### src/sv/q4q8_pkg.sv
// ----------------------------------------------------------------------------
// q4q8_pkg
// Shared types and constants of the q4/q8 block dot accumulator.
// ----------------------------------------------------------------------------
package q4q8_pkg;

    // block integer sum width
    localparam int SUM_W = 20;
    // product of block integer and 24-bit scale mantissa
    localparam int PROD_W = SUM_W + 24;
    // working window of the normalize / round datapath
    localparam int FP_W = 96;
    // signed exponent width inside the float datapath
    localparam int EXP_W = 11;

    localparam logic [31:0] CANON_NAN = 32'h7FC0_0000;
    localparam logic [3:0]  NIB_FLIP  = 4'h8;

    // one request from the front to the back
    typedef struct packed {
        logic [SUM_W-1:0] block_value;
        logic [15:0]      weight_scale_half;
        logic [31:0]      activation_scale_bits;
        logic             do_block;
        logic             do_row;
    } q4q8_op_t;

    // back-end sequencer
    typedef enum logic [3:0] {
        ST_IDLE,
        ST_SCALE_MUL,
        ST_FMA_MUL,
        ST_FMA_ALIGN,
        ST_FMA_SUM,
        ST_NORM,
        ST_ROUND,
        ST_EMIT
    } q4q8_state_t;

endpackage

### src/sv/q4q8_fifo.sv
// ----------------------------------------------------------------------------
// q4q8_fifo
// Short request queue between the front and the back.
// ----------------------------------------------------------------------------
module q4q8_fifo #(
    parameter int DEPTH = 2
) (
    input  logic               aclk,
    input  logic               aresetn,
    input  logic               wr_valid,
    output logic               wr_ready,
    input  q4q8_pkg::q4q8_op_t wr_data,
    output logic               rd_valid,
    input  logic               rd_ready,
    output q4q8_pkg::q4q8_op_t rd_data
);
    import q4q8_pkg::*;

    localparam int PTR_W = (DEPTH > 1) ? $clog2(DEPTH) : 1;
    localparam int CNT_W = $clog2(DEPTH + 1);

    q4q8_op_t         mem_reg [DEPTH];
    logic [PTR_W-1:0] wr_ptr_reg, wr_ptr_next;
    logic [PTR_W-1:0] rd_ptr_reg, rd_ptr_next;
    logic [CNT_W-1:0] count_reg, count_next;
    logic             do_wr, do_rd;

    assign wr_ready = (count_reg != CNT_W'(DEPTH));
    assign rd_valid = (count_reg != '0);
    assign rd_data  = mem_reg[rd_ptr_reg];
    assign do_wr    = wr_valid && wr_ready;
    assign do_rd    = rd_valid && rd_ready;

    // pointer and count update
    always_comb begin
        wr_ptr_next = wr_ptr_reg;
        rd_ptr_next = rd_ptr_reg;
        count_next  = count_reg;
        if (do_wr) begin
            wr_ptr_next = (wr_ptr_reg == PTR_W'(DEPTH - 1)) ? '0 : wr_ptr_reg + 1'b1;
        end
        if (do_rd) begin
            rd_ptr_next = (rd_ptr_reg == PTR_W'(DEPTH - 1)) ? '0 : rd_ptr_reg + 1'b1;
        end
        if (do_wr && !do_rd) begin
            count_next = count_reg + 1'b1;
        end else if (!do_wr && do_rd) begin
            count_next = count_reg - 1'b1;
        end
    end

    always_ff @(posedge aclk) begin
        if (!aresetn) begin
            wr_ptr_reg <= '0;
            rd_ptr_reg <= '0;
            count_reg  <= '0;
        end else begin
            wr_ptr_reg <= wr_ptr_next;
            rd_ptr_reg <= rd_ptr_next;
            count_reg  <= count_next;
        end
    end

    // payload storage
    always_ff @(posedge aclk) begin
        if (do_wr) begin
            mem_reg[wr_ptr_reg] <= wr_data;
        end
    end

endmodule

### src/sv/q4q8_front.sv
// ----------------------------------------------------------------------------
// q4q8_front
// Accepts chunks, adds lane products into the block integer sum and queues
// block-close and row-end requests for the float back end.
// ----------------------------------------------------------------------------
module q4q8_front #(
    parameter int LANES = 8,
    parameter int TDATA_W = 160
) (
    input  logic               aclk,
    input  logic               aresetn,
    input  logic               s_tvalid,
    output logic               s_tready,
    input  logic [TDATA_W-1:0] s_tdata,
    input  logic               s_tuser,
    input  logic               s_tlast,
    output logic               op_valid,
    input  logic               op_ready,
    output q4q8_pkg::q4q8_op_t op_data
);
    import q4q8_pkg::*;

    localparam int NW = 4 * LANES;
    localparam int NA = 8 * LANES;
    localparam int SUM_OFS = NW + NA;
    localparam int WS_OFS = SUM_OFS + 13;
    localparam int AS_OFS = WS_OFS + 16;

    logic [SUM_W-1:0]        sum_reg, sum_next;
    logic signed [SUM_W-1:0] chunk_sum;
    logic [SUM_W-1:0]        closed_sum;
    logic [SUM_W-1:0]        act_sum_x8;
    logic                    accept;
    logic signed [12:0]      lane_prod;

    assign s_tready = op_ready;
    assign accept   = s_tvalid && s_tready;

    // lane products: (nibble ^ 8) unsigned times signed activation
    always_comb begin
        chunk_sum = '0;
        lane_prod = '0;
        for (int j = 0; j < LANES; j++) begin
            lane_prod = $signed({1'b0, s_tdata[4*j +: 4] ^ NIB_FLIP})
                        * $signed(s_tdata[NW + 8*j +: 8]);
            chunk_sum = chunk_sum + SUM_W'(lane_prod);
        end
    end

    // block close value: running sum minus 8 x activation sum, 20-bit wrap
    assign closed_sum = sum_reg + chunk_sum;
    assign act_sum_x8 = SUM_W'($signed(s_tdata[SUM_OFS +: 13])) << 3;

    always_comb begin
        op_data.block_value           = closed_sum - act_sum_x8;
        op_data.weight_scale_half     = s_tdata[WS_OFS +: 16];
        op_data.activation_scale_bits = s_tdata[AS_OFS +: 32];
        op_data.do_block              = s_tuser;
        op_data.do_row                = s_tlast;
        op_valid                      = accept && (s_tuser || s_tlast);
    end

    always_comb begin
        sum_next = sum_reg;
        if (accept) begin
            sum_next = s_tuser ? '0 : closed_sum;
        end
    end

    always_ff @(posedge aclk) begin
        if (!aresetn) begin
            sum_reg <= '0;
        end else begin
            sum_reg <= sum_next;
        end
    end

endmodule

### src/sv/q4q8_back.sv
// ----------------------------------------------------------------------------
// q4q8_back
// Float back end: scale product, fused multiply-add into the fp32 total,
// shared normalize / round loop, and the result output register.
// ----------------------------------------------------------------------------
module q4q8_back (
    input  logic               aclk,
    input  logic               aresetn,
    input  logic               op_valid,
    output logic               op_ready,
    input  q4q8_pkg::q4q8_op_t op_data,
    output logic               m_tvalid,
    input  logic               m_tready,
    output logic [31:0]        m_tdata
);
    import q4q8_pkg::*;

    function automatic logic f32_nan(input logic [31:0] x);
        return (x[30:23] == 8'hFF) && (x[22:0] != 23'd0);
    endfunction

    function automatic logic f32_inf(input logic [31:0] x);
        return (x[30:23] == 8'hFF) && (x[22:0] == 23'd0);
    endfunction

    function automatic logic [23:0] f32_mant(input logic [31:0] x);
        return {x[30:23] != 8'd0, x[22:0]};
    endfunction

    // exponent of the mantissa LSB
    function automatic logic signed [EXP_W-1:0] f32_exp(input logic [31:0] x);
        logic signed [EXP_W-1:0] e;
        e = (x[30:23] == 8'd0) ? EXP_W'(-149) : $signed(EXP_W'(x[30:23])) - EXP_W'(150);
        return e;
    endfunction

    q4q8_state_t             state_reg, state_next;
    q4q8_op_t                op_reg, op_next;
    logic                    fma_phase_reg, fma_phase_next;
    logic [31:0]             total_reg, total_next;
    logic [31:0]             scale_reg, scale_next;
    logic [FP_W-1:0]         win_reg, win_next;
    logic signed [EXP_W-1:0] bexp_reg, bexp_next;
    logic                    sign_reg, sign_next;
    logic [PROD_W-1:0]       prod_reg, prod_next;
    logic signed [EXP_W-1:0] pexp_reg, pexp_next;
    logic                    psign_reg, psign_next;
    logic [FP_W-1:0]         a_reg, a_next;
    logic [FP_W-1:0]         b_reg, b_next;
    logic                    sub_reg, sub_next;
    logic signed [EXP_W-1:0] tbig_reg, tbig_next;
    logic                    out_valid_reg, out_valid_next;
    logic [31:0]             out_data_reg, out_data_next;

    // scale operands
    logic [15:0]             hw;
    logic [31:0]             aw;
    logic                    h_nan, h_inf, h_zero, a_nan, a_inf, a_zero;
    logic [10:0]             h_mant;
    logic signed [EXP_W-1:0] h_exp;
    logic [34:0]             scale_mul;
    logic                    scale_special;
    logic [31:0]             scale_special_bits;

    // fma operands
    logic                    iv_neg, iv_zero;
    logic [SUM_W-1:0]        iv_mag;
    logic [PROD_W-1:0]       fma_mul;
    logic                    fma_special;
    logic [31:0]             fma_special_bits;
    logic                    prod_sign;

    // alignment
    logic                    p_zero, c_zero, p_big;
    logic signed [EXP_W-1:0] tp, tc, tdiff;
    logic [FP_W-1:0]         xp, xc, xs, xshift, xlost;
    logic [EXP_W-1:0]        dsh;

    // add
    logic [FP_W:0]           sum_ext, sum_mag;

    // normalize / round
    logic                    shift8, shift1, norm_done;
    logic                    rnd_inc, rnd_ovf;
    logic [30:0]             rnd_mag;
    logic [31:0]             rnd_bits;
    logic                    emit_ok;

    // ------------------------------------------------------------------
    // scale product operands
    assign hw     = op_reg.weight_scale_half;
    assign aw     = op_reg.activation_scale_bits;
    assign h_nan  = (hw[14:10] == 5'h1F) && (hw[9:0] != 10'd0);
    assign h_inf  = (hw[14:10] == 5'h1F) && (hw[9:0] == 10'd0);
    assign h_zero = (hw[14:0] == 15'd0);
    assign a_nan  = f32_nan(aw);
    assign a_inf  = f32_inf(aw);
    assign a_zero = (aw[30:0] == 31'd0);
    assign h_mant = {hw[14:10] != 5'd0, hw[9:0]};
    assign h_exp  = (hw[14:10] == 5'd0) ? EXP_W'(-24)
                                        : $signed(EXP_W'(hw[14:10])) - EXP_W'(25);
    assign scale_mul     = h_mant * f32_mant(aw);
    assign scale_special = h_nan || h_inf || a_nan || a_inf;
    assign scale_special_bits =
        (h_nan || a_nan || (h_inf && a_zero) || (a_inf && h_zero)) ? CANON_NAN
                                                      : {hw[15] ^ aw[31], 8'hFF, 23'd0};

    // ------------------------------------------------------------------
    // block integer times scale
    assign iv_neg    = op_reg.block_value[SUM_W-1];
    assign iv_zero   = (op_reg.block_value == '0);
    assign iv_mag    = iv_neg ? (~op_reg.block_value + 1'b1) : op_reg.block_value;
    assign fma_mul   = iv_mag * f32_mant(scale_reg);
    assign prod_sign = iv_neg ^ scale_reg[31];
    assign fma_special = f32_nan(scale_reg) || f32_nan(total_reg)
                         || f32_inf(scale_reg) || f32_inf(total_reg);

    always_comb begin
        if (f32_nan(scale_reg) || f32_nan(total_reg)) begin
            fma_special_bits = CANON_NAN;
        end else if (f32_inf(scale_reg)) begin
            if (iv_zero || (f32_inf(total_reg) && (total_reg[31] != prod_sign))) begin
                fma_special_bits = CANON_NAN;
            end else begin
                fma_special_bits = {prod_sign, 8'hFF, 23'd0};
            end
        end else begin
            fma_special_bits = total_reg;
        end
    end

    // ------------------------------------------------------------------
    // alignment of product and total into the window
    assign p_zero = (prod_reg == '0);
    assign c_zero = (total_reg[30:0] == 31'd0);
    assign tp     = pexp_reg + EXP_W'(PROD_W);
    assign tc     = f32_exp(total_reg) + EXP_W'(24);
    assign p_big  = c_zero || (tp >= tc);
    assign xp     = FP_W'(prod_reg) << (FP_W - 2 - PROD_W);
    assign xc     = c_zero ? '0 : (FP_W'(f32_mant(total_reg)) << (FP_W - 2 - 24));
    assign xs     = p_big ? xc : xp;
    assign tdiff  = p_big ? (tp - tc) : (tc - tp);
    assign dsh    = c_zero ? '0 : EXP_W'(tdiff);
    assign xshift = xs >> dsh;
    assign xlost  = xs & ~({FP_W{1'b1}} << dsh);

    // ------------------------------------------------------------------
    // signed magnitude add
    assign sum_ext = sub_reg ? ({1'b0, a_reg} - {1'b0, b_reg})
                             : ({1'b0, a_reg} + {1'b0, b_reg});
    assign sum_mag = sum_ext[FP_W] ? (~sum_ext + 1'b1) : sum_ext;

    // ------------------------------------------------------------------
    // normalize step and rounding
    assign shift8    = (win_reg[FP_W-1 -: 8] == 8'd0) && (bexp_reg > EXP_W'(8));
    assign shift1    = !win_reg[FP_W-1] && (bexp_reg > EXP_W'(1));
    assign norm_done = !shift8 && !shift1;
    assign rnd_inc   = win_reg[FP_W-25] && ((|win_reg[FP_W-26:0]) || win_reg[FP_W-24]);
    assign rnd_ovf   = win_reg[FP_W-1] && (bexp_reg >= EXP_W'(255));
    assign rnd_mag   = {(win_reg[FP_W-1] ? bexp_reg[7:0] : 8'd0), win_reg[FP_W-2 -: 23]}
                       + 31'(rnd_inc);
    assign rnd_bits  = rnd_ovf ? {sign_reg, 8'hFF, 23'd0} : {sign_reg, rnd_mag};

    assign emit_ok = !out_valid_reg || m_tready;

    // ------------------------------------------------------------------
    // next state
    always_comb begin
        state_next = state_reg;
        case (state_reg)
            ST_IDLE: begin
                if (op_valid) begin
                    state_next = op_data.do_block ? ST_SCALE_MUL : ST_EMIT;
                end
            end
            ST_SCALE_MUL: state_next = scale_special ? ST_FMA_MUL : ST_NORM;
            ST_NORM:      state_next = norm_done ? ST_ROUND : ST_NORM;
            ST_ROUND: begin
                if (!fma_phase_reg) begin
                    state_next = ST_FMA_MUL;
                end else begin
                    state_next = op_reg.do_row ? ST_EMIT : ST_IDLE;
                end
            end
            ST_FMA_MUL: begin
                if (fma_special) begin
                    state_next = op_reg.do_row ? ST_EMIT : ST_IDLE;
                end else begin
                    state_next = ST_FMA_ALIGN;
                end
            end
            ST_FMA_ALIGN: begin
                if (p_zero) begin
                    state_next = op_reg.do_row ? ST_EMIT : ST_IDLE;
                end else begin
                    state_next = ST_FMA_SUM;
                end
            end
            ST_FMA_SUM:   state_next = ST_NORM;
            ST_EMIT:      state_next = emit_ok ? ST_IDLE : ST_EMIT;
            default:      state_next = ST_IDLE;
        endcase
    end

    // ------------------------------------------------------------------
    // datapath and outputs
    always_comb begin
        op_ready       = (state_reg == ST_IDLE);
        op_next        = op_reg;
        fma_phase_next = fma_phase_reg;
        total_next     = total_reg;
        scale_next     = scale_reg;
        win_next       = win_reg;
        bexp_next      = bexp_reg;
        sign_next      = sign_reg;
        prod_next      = prod_reg;
        pexp_next      = pexp_reg;
        psign_next     = psign_reg;
        a_next         = a_reg;
        b_next         = b_reg;
        sub_next       = sub_reg;
        tbig_next      = tbig_reg;
        out_valid_next = out_valid_reg && !m_tready;
        out_data_next  = out_data_reg;
        case (state_reg)
            ST_IDLE: begin
                if (op_valid) begin
                    op_next = op_data;
                end
            end
            ST_SCALE_MUL: begin
                fma_phase_next = 1'b0;
                scale_next     = scale_special_bits;
                win_next       = FP_W'(scale_mul);
                bexp_next      = h_exp + f32_exp(aw) + EXP_W'(FP_W - 1 + 127);
                sign_next      = hw[15] ^ aw[31];
            end
            ST_NORM: begin
                if (shift8) begin
                    win_next  = win_reg << 8;
                    bexp_next = bexp_reg - EXP_W'(8);
                end else if (shift1) begin
                    win_next  = win_reg << 1;
                    bexp_next = bexp_reg - EXP_W'(1);
                end
            end
            ST_ROUND: begin
                if (fma_phase_reg) begin
                    total_next = rnd_bits;
                end else begin
                    scale_next = rnd_bits;
                end
            end
            ST_FMA_MUL: begin
                fma_phase_next = 1'b1;
                prod_next      = fma_mul;
                pexp_next      = f32_exp(scale_reg);
                psign_next     = prod_sign;
                if (fma_special) begin
                    total_next = fma_special_bits;
                end
            end
            ST_FMA_ALIGN: begin
                a_next    = p_big ? xp : xc;
                b_next    = xshift | FP_W'(|xlost);
                sub_next  = psign_reg ^ total_reg[31];
                sign_next = p_big ? psign_reg : total_reg[31];
                tbig_next = p_big ? tp : tc;
                if (p_zero && c_zero) begin
                    total_next = {psign_reg && total_reg[31], 31'd0};
                end
            end
            ST_FMA_SUM: begin
                win_next  = sum_mag[FP_W-1:0];
                bexp_next = tbig_reg + EXP_W'(128);
                sign_next = (sum_mag == '0) ? 1'b0 : (sign_reg ^ sum_ext[FP_W]);
            end
            ST_EMIT: begin
                if (emit_ok) begin
                    out_valid_next = 1'b1;
                    out_data_next  = total_reg;
                    total_next     = 32'd0;
                end
            end
            default: begin
                op_ready = 1'b0;
            end
        endcase
    end

    assign m_tvalid = out_valid_reg;
    assign m_tdata  = out_data_reg;

    // control registers
    always_ff @(posedge aclk) begin
        if (!aresetn) begin
            state_reg     <= ST_IDLE;
            total_reg     <= 32'd0;
            out_valid_reg <= 1'b0;
            fma_phase_reg <= 1'b0;
        end else begin
            state_reg     <= state_next;
            total_reg     <= total_next;
            out_valid_reg <= out_valid_next;
            fma_phase_reg <= fma_phase_next;
        end
    end

    // payload registers
    always_ff @(posedge aclk) begin
        op_reg       <= op_next;
        scale_reg    <= scale_next;
        win_reg      <= win_next;
        bexp_reg     <= bexp_next;
        sign_reg     <= sign_next;
        prod_reg     <= prod_next;
        pexp_reg     <= pexp_next;
        psign_reg    <= psign_next;
        a_reg        <= a_next;
        b_reg        <= b_next;
        sub_reg      <= sub_next;
        tbig_reg     <= tbig_next;
        out_data_reg <= out_data_next;
    end

endmodule

### src/sv/q4_q8_block_dot_accumulator_unit.sv
// Path: a plain chunk is added into the registered block sum; with the back end idle a row end
//   alone passes the request queue, the back-end op register and the result output register.
// Throughput: one chunk per cycle while the request queue has room; a block close holds
//   the back end for the scale and fused multiplies, and for ordinary values also for align,
//   sum and normalize / round, longest when it normalizes a zero or deeply cancelled sum.
// Reset: synchronous, active low; clears block sum, fp32 total, queue, sequencer, out valid.
// ----------------------------------------------------------------------------
// q4_q8_block_dot_accumulator_unit
// Block-scaled q4 x q8 dot product with fp32 fused accumulation per row.
// ----------------------------------------------------------------------------
module q4_q8_block_dot_accumulator_unit #(
    parameter int LANES = 8,
    parameter int QUEUE_DEPTH = 2,
    localparam int S_TDATA_W = ((12 * LANES + 61 + 7) / 8) * 8
) (
    input  logic                 aclk,
    input  logic                 aresetn,
    // weight_nibbles, activation_bytes, activation_sum, weight_scale_half,
    // activation_scale_bits (lowest first), zero padded
    input  logic [S_TDATA_W-1:0] s_tdata,
    input  logic                 s_tuser,   // block_end
    input  logic                 s_tlast,   // row_end
    input  logic                 s_tvalid,
    output logic                 s_tready,
    output logic [31:0]          m_tdata,   // dot_result_bits
    output logic                 m_tvalid,
    input  logic                 m_tready
);
    import q4q8_pkg::*;

    q4q8_op_t push_data, pop_data;
    logic     push_valid, push_ready, pop_valid, pop_ready;

    // accept and integer accumulate
    q4q8_front #(
        .LANES   (LANES),
        .TDATA_W (S_TDATA_W)
    ) u_front (
        .aclk     (aclk),
        .aresetn  (aresetn),
        .s_tvalid (s_tvalid),
        .s_tready (s_tready),
        .s_tdata  (s_tdata),
        .s_tuser  (s_tuser),
        .s_tlast  (s_tlast),
        .op_valid (push_valid),
        .op_ready (push_ready),
        .op_data  (push_data)
    );

    // request queue
    q4q8_fifo #(
        .DEPTH (QUEUE_DEPTH)
    ) u_fifo (
        .aclk     (aclk),
        .aresetn  (aresetn),
        .wr_valid (push_valid),
        .wr_ready (push_ready),
        .wr_data  (push_data),
        .rd_valid (pop_valid),
        .rd_ready (pop_ready),
        .rd_data  (pop_data)
    );

    // float back end
    q4q8_back u_back (
        .aclk     (aclk),
        .aresetn  (aresetn),
        .op_valid (pop_valid),
        .op_ready (pop_ready),
        .op_data  (pop_data),
        .m_tvalid (m_tvalid),
        .m_tready (m_tready),
        .m_tdata  (m_tdata)
    );

endmodule

### config.mk
export PLATFORM = sky130hd
export DESIGN_NAME = q4_q8_block_dot_accumulator_unit
export DESIGN_NICKNAME = d
export VERILOG_FILES = /design/src/sv/q4q8_pkg.sv /design/src/sv/q4q8_fifo.sv /design/src/sv/q4q8_front.sv /design/src/sv/q4q8_back.sv /design/src/sv/q4_q8_block_dot_accumulator_unit.sv
export SDC_FILE = /design/constraint.sdc
export NUM_CORES = 2
export LEC_CHECK = 0
export ABC_AREA = 1
export ABC_CLOCK_PERIOD_IN_PS = 9500
export BUFFER_PORTS_ARGS = -buffer_cell sky130_fd_sc_hd__buf_2
export CAP_MARGIN = 20
export CORE_MARGIN = 3
export CORE_UTILIZATION = 60
export CTS_BUF_LIST = sky130_fd_sc_hd__clkbuf_4 sky130_fd_sc_hd__clkbuf_8
export DETAILED_ROUTE_END_ITERATION = 16
export HOLD_SLACK_MARGIN = 0.15
export PLACE_DENSITY = 0.8
export SYNTH_ARGS = -nofsm -noshare
export SYNTH_HDL_FRONTEND = slang
export SYNTH_SLANG_ARGS = --single-unit
### constraint.sdc
create_clock -name aclk -period 9.5 [get_ports aclk]
set_input_delay 0 -clock aclk [delete_from_list [all_inputs] [get_ports aclk]]
set_output_delay 0 -clock aclk [all_outputs]
set_load 0.02 [all_outputs]
==> results.tsv <==
stage	metric	value	unit
floorplanning	Die Span X	382	um
floorplanning	Initial Util	60.6	%
clocking	worst-skew pair later-pin latency	0.89	ns
timing	Worst Skew	0.0946	ns
logic_synthesis	Unique masters post-synth	66	
timing	WHS	0.246	ns
setup_path	Startpoint Class	primary input	
timing	Slew headroom	17.0	%
timing	Max Clock Freq	96.6	MHz
logic_synthesis	Syn Area/Cell	7.35	um2
floorplanning	FP Rows	137	
timing	Final Hold Vio Count	0	
timing	worst setup margin	-0.855	ns
timing	Tmin final	10.36	ns
logic_synthesis	synth warn	0	
job	max-cap violations	0	
floorplanning	Die Span Y	382	um
clocking	clock sink count	647	
setup_path	CP arrival	11.05	ns
finish	Final #Nets	13400	
setup_path	Setup crit end kind	register	
routing	drt via density	5.87	
finish	Register Area	18800	um2
setup_path	worst-path fanout max	4	
finish	final core utilization	66.5	%
grt	initial antenna violation count	17	
setup_path	source of the critical timing path	s_tdata[11]	
logic_synthesis	Cell Area, Synth	84800	um2
logic_synthesis	sequential-to-total area share from yosys stat	22.2	%
finish	layout cells sized above 1	9.05	%
grt	Tot GR Track Use	41.0	%
setup_path	cell mode on critical path	fa_1	
timing	unrepaired setup endpoints after global routing	yes	
clocking	Inserted Clock Buffers	108	
timing	max-slew violation count	0	
logic_synthesis	#FFs+latches synth	647	
routing	final WL	305000	um
finish	multi-input logic area	57200	um2
setup_path	CP Data Required Time	10.19	ns
logic_synthesis	dominant cell by count in the synthesized netlist	nand2_1	
setup_path	R2R depth	37	
setup_path	CP max stage delay	0.60	ns
clocking	Max Root-Sink Buffers	3	
logic_synthesis	number of synthesized flops with an enable pin	585	
timing	Tcrit/Tclk final	109	%
routing	DRT Pass-1 Iters	10	
floorplanning	# IOs	200	
logic_synthesis	Synth top area share	21.7	%
timing	final setup violation count	12	
floorplanning	Core ar.	140000	um2
grt	first-pass GRT wire length	460000	um
floorplanning	full die area	146000	um2
clocking	CTS clk-pin slew, worst paths	0.06	ns
logic_synthesis	largest cells by area after synthesis	fa_1, edfxtp_1, nand2_1	
run_status	status	complete, but fails checks	
routing	via count	81000	
timing	Slew @ Worst Pin	1.24	ns
routing	residual DRC count	0	
logic_synthesis	Mapped Cells	11500	
grt	total grt overflow	0	
logic_synthesis	Yosys top cell by area	fa_1	
setup_path	flop-to-flop setup slack	0.48	ns
routing	Post-DRT Antenna Nets	0	
finish	Synth-to-Final Area Change	9.84	%
logic_synthesis	asr flop ratio synth	0	%
min_path	hold path depth	7	
logic_synthesis	Synth Net Count	13100	
logic_synthesis	Top FF cell, synth	edfxtp_1	
clocking	CTS tree	built	
run_status	failing checks	negative setup slack	
setup_path	CP max-delay cell	fa_2	
logic_synthesis	most frequent cells after synthesis	nand2_1, inv_1, nor2_1, fa_1, nand3_1	
grt	number of global-route vias before repair	79600	
min_path	HP Start	s_tdata[56]	
grt	largest net degree at the start of global routing	140	
setup_path	Worst R2R End	u_back.prod_reg[40]	
setup_path	Setup crit end	u_fifo.mem_reg[0][69]	
finish	Largest register FFs	140	
placement	Final Wtd Congestion	1.07	
finish	Fillers	11800	
min_path	Hold Crit Class	in -> reg	
clocking	CTS root buffer	clkbuf_8	
routing	First DRT Iteration DRCs	9686	
placement	I/O Buffers	196	
routing	Wirelength per Cell	22.1	um
setup_path	Reg2Reg Launch Point	u_back.op_reg[52]	
finish	final non-filler cell total	13800	
clocking	htree depth	3	
placement	Inst Count DP	13400	
placement	DP HPWL	239000	um
setup_path	critical path class	in -> reg	
area by class of cell:
cell class                 count  share of cell area [%]
multi-input combinational   8286                    61.4
timing repair buffer         561                    4.46
clock inverter                61                   0.577
clock buffer                 142                    1.92
inverter                    2221                    8.96
tap                         1876                    2.52
sequential                   647                    20.2
antenna                        7                  0.0188
how the worst min path moves through the flow:
stage	end	slack, ns
floorplan	u_fifo.mem_reg[0][0]	0.1
global placement	u_fifo.mem_reg[1][39]	0.19
detailed placement	u_fifo.mem_reg[1][5]	0.19
CTS	u_fifo.mem_reg[0][51]	0.17
global route	u_fifo.mem_reg[0][51]	0.27
finish	u_fifo.mem_reg[0][51]	0.25
layout by cell type (no fill, tap or decap), drive strengths merged, types with 54 or more instances in the layout:
cell         instances
fa                 920
o21ai              398
edfxtp             585
clkbuf             143
a21oi              428
nor2              1247
nor3                87
xnor2               57
clkinv              54
nand3              726
ha                 496
xor2               163
nand4               93
dfxtp               62
nor4                72
dlygate4sd3        127
buf                433
nand2             3260
inv               2214
repair_timing:
item,in CTS,in global routing
setup buffers,26,9
gates resized for setup,43,126
setup endpoints to repair,12,23
hold endpoints to repair,212,6
pin swaps,53,70
hold buffers,127,1
worst max-delay path, delay by kind of cell:
family	cells	cell delay [ns]
compound gates	10	1.43
xor+xnor	3	0.78
fa+ha+maj	16	7.24
buf+inv	11	0.69
simple gates	8	0.86
logic make-up after synthesis:
family | count (synthesis) | share of synthesized area, %
flops | 647 | 22.2
xor+xnor | 220 | 2.27
buf+inv | 2606 | 11.6
simple gates | 5546 | 27.5
fa+ha+maj | 1416 | 29.0
mux | 4 | 0.0472
compound gates | 1100 | 7.35
layer usage:
metal	share of wire, %	up-vias	routed length [um]	track usage, %
met3	11	1082	33100	8.05
met4	6.5	6	19700	21.2
met5	0.013	-	41	0
li1	-	36500	-	-
met1	37	38400	113000	53.1
met2	46	4948	139000	65.4
metrics by stage:
stage | setup slack [ns] | area, um2 | setup TNS (ns)
after detailed placement | -1.51 | 88700 | -22.00
after global placement | -1.30 | 88700 | -17.27
after global routing | -1.10 | 93200 | -9.39
final | -0.855 | 93200 | -5.63
after floorplan | -0.540 | 85100 | -2.39
after CTS | -0.383 | 92600 | -1.82
Power is not shown: default switching activity piles up to over one toggle a cycle in this logic, so the estimate is an artifact.
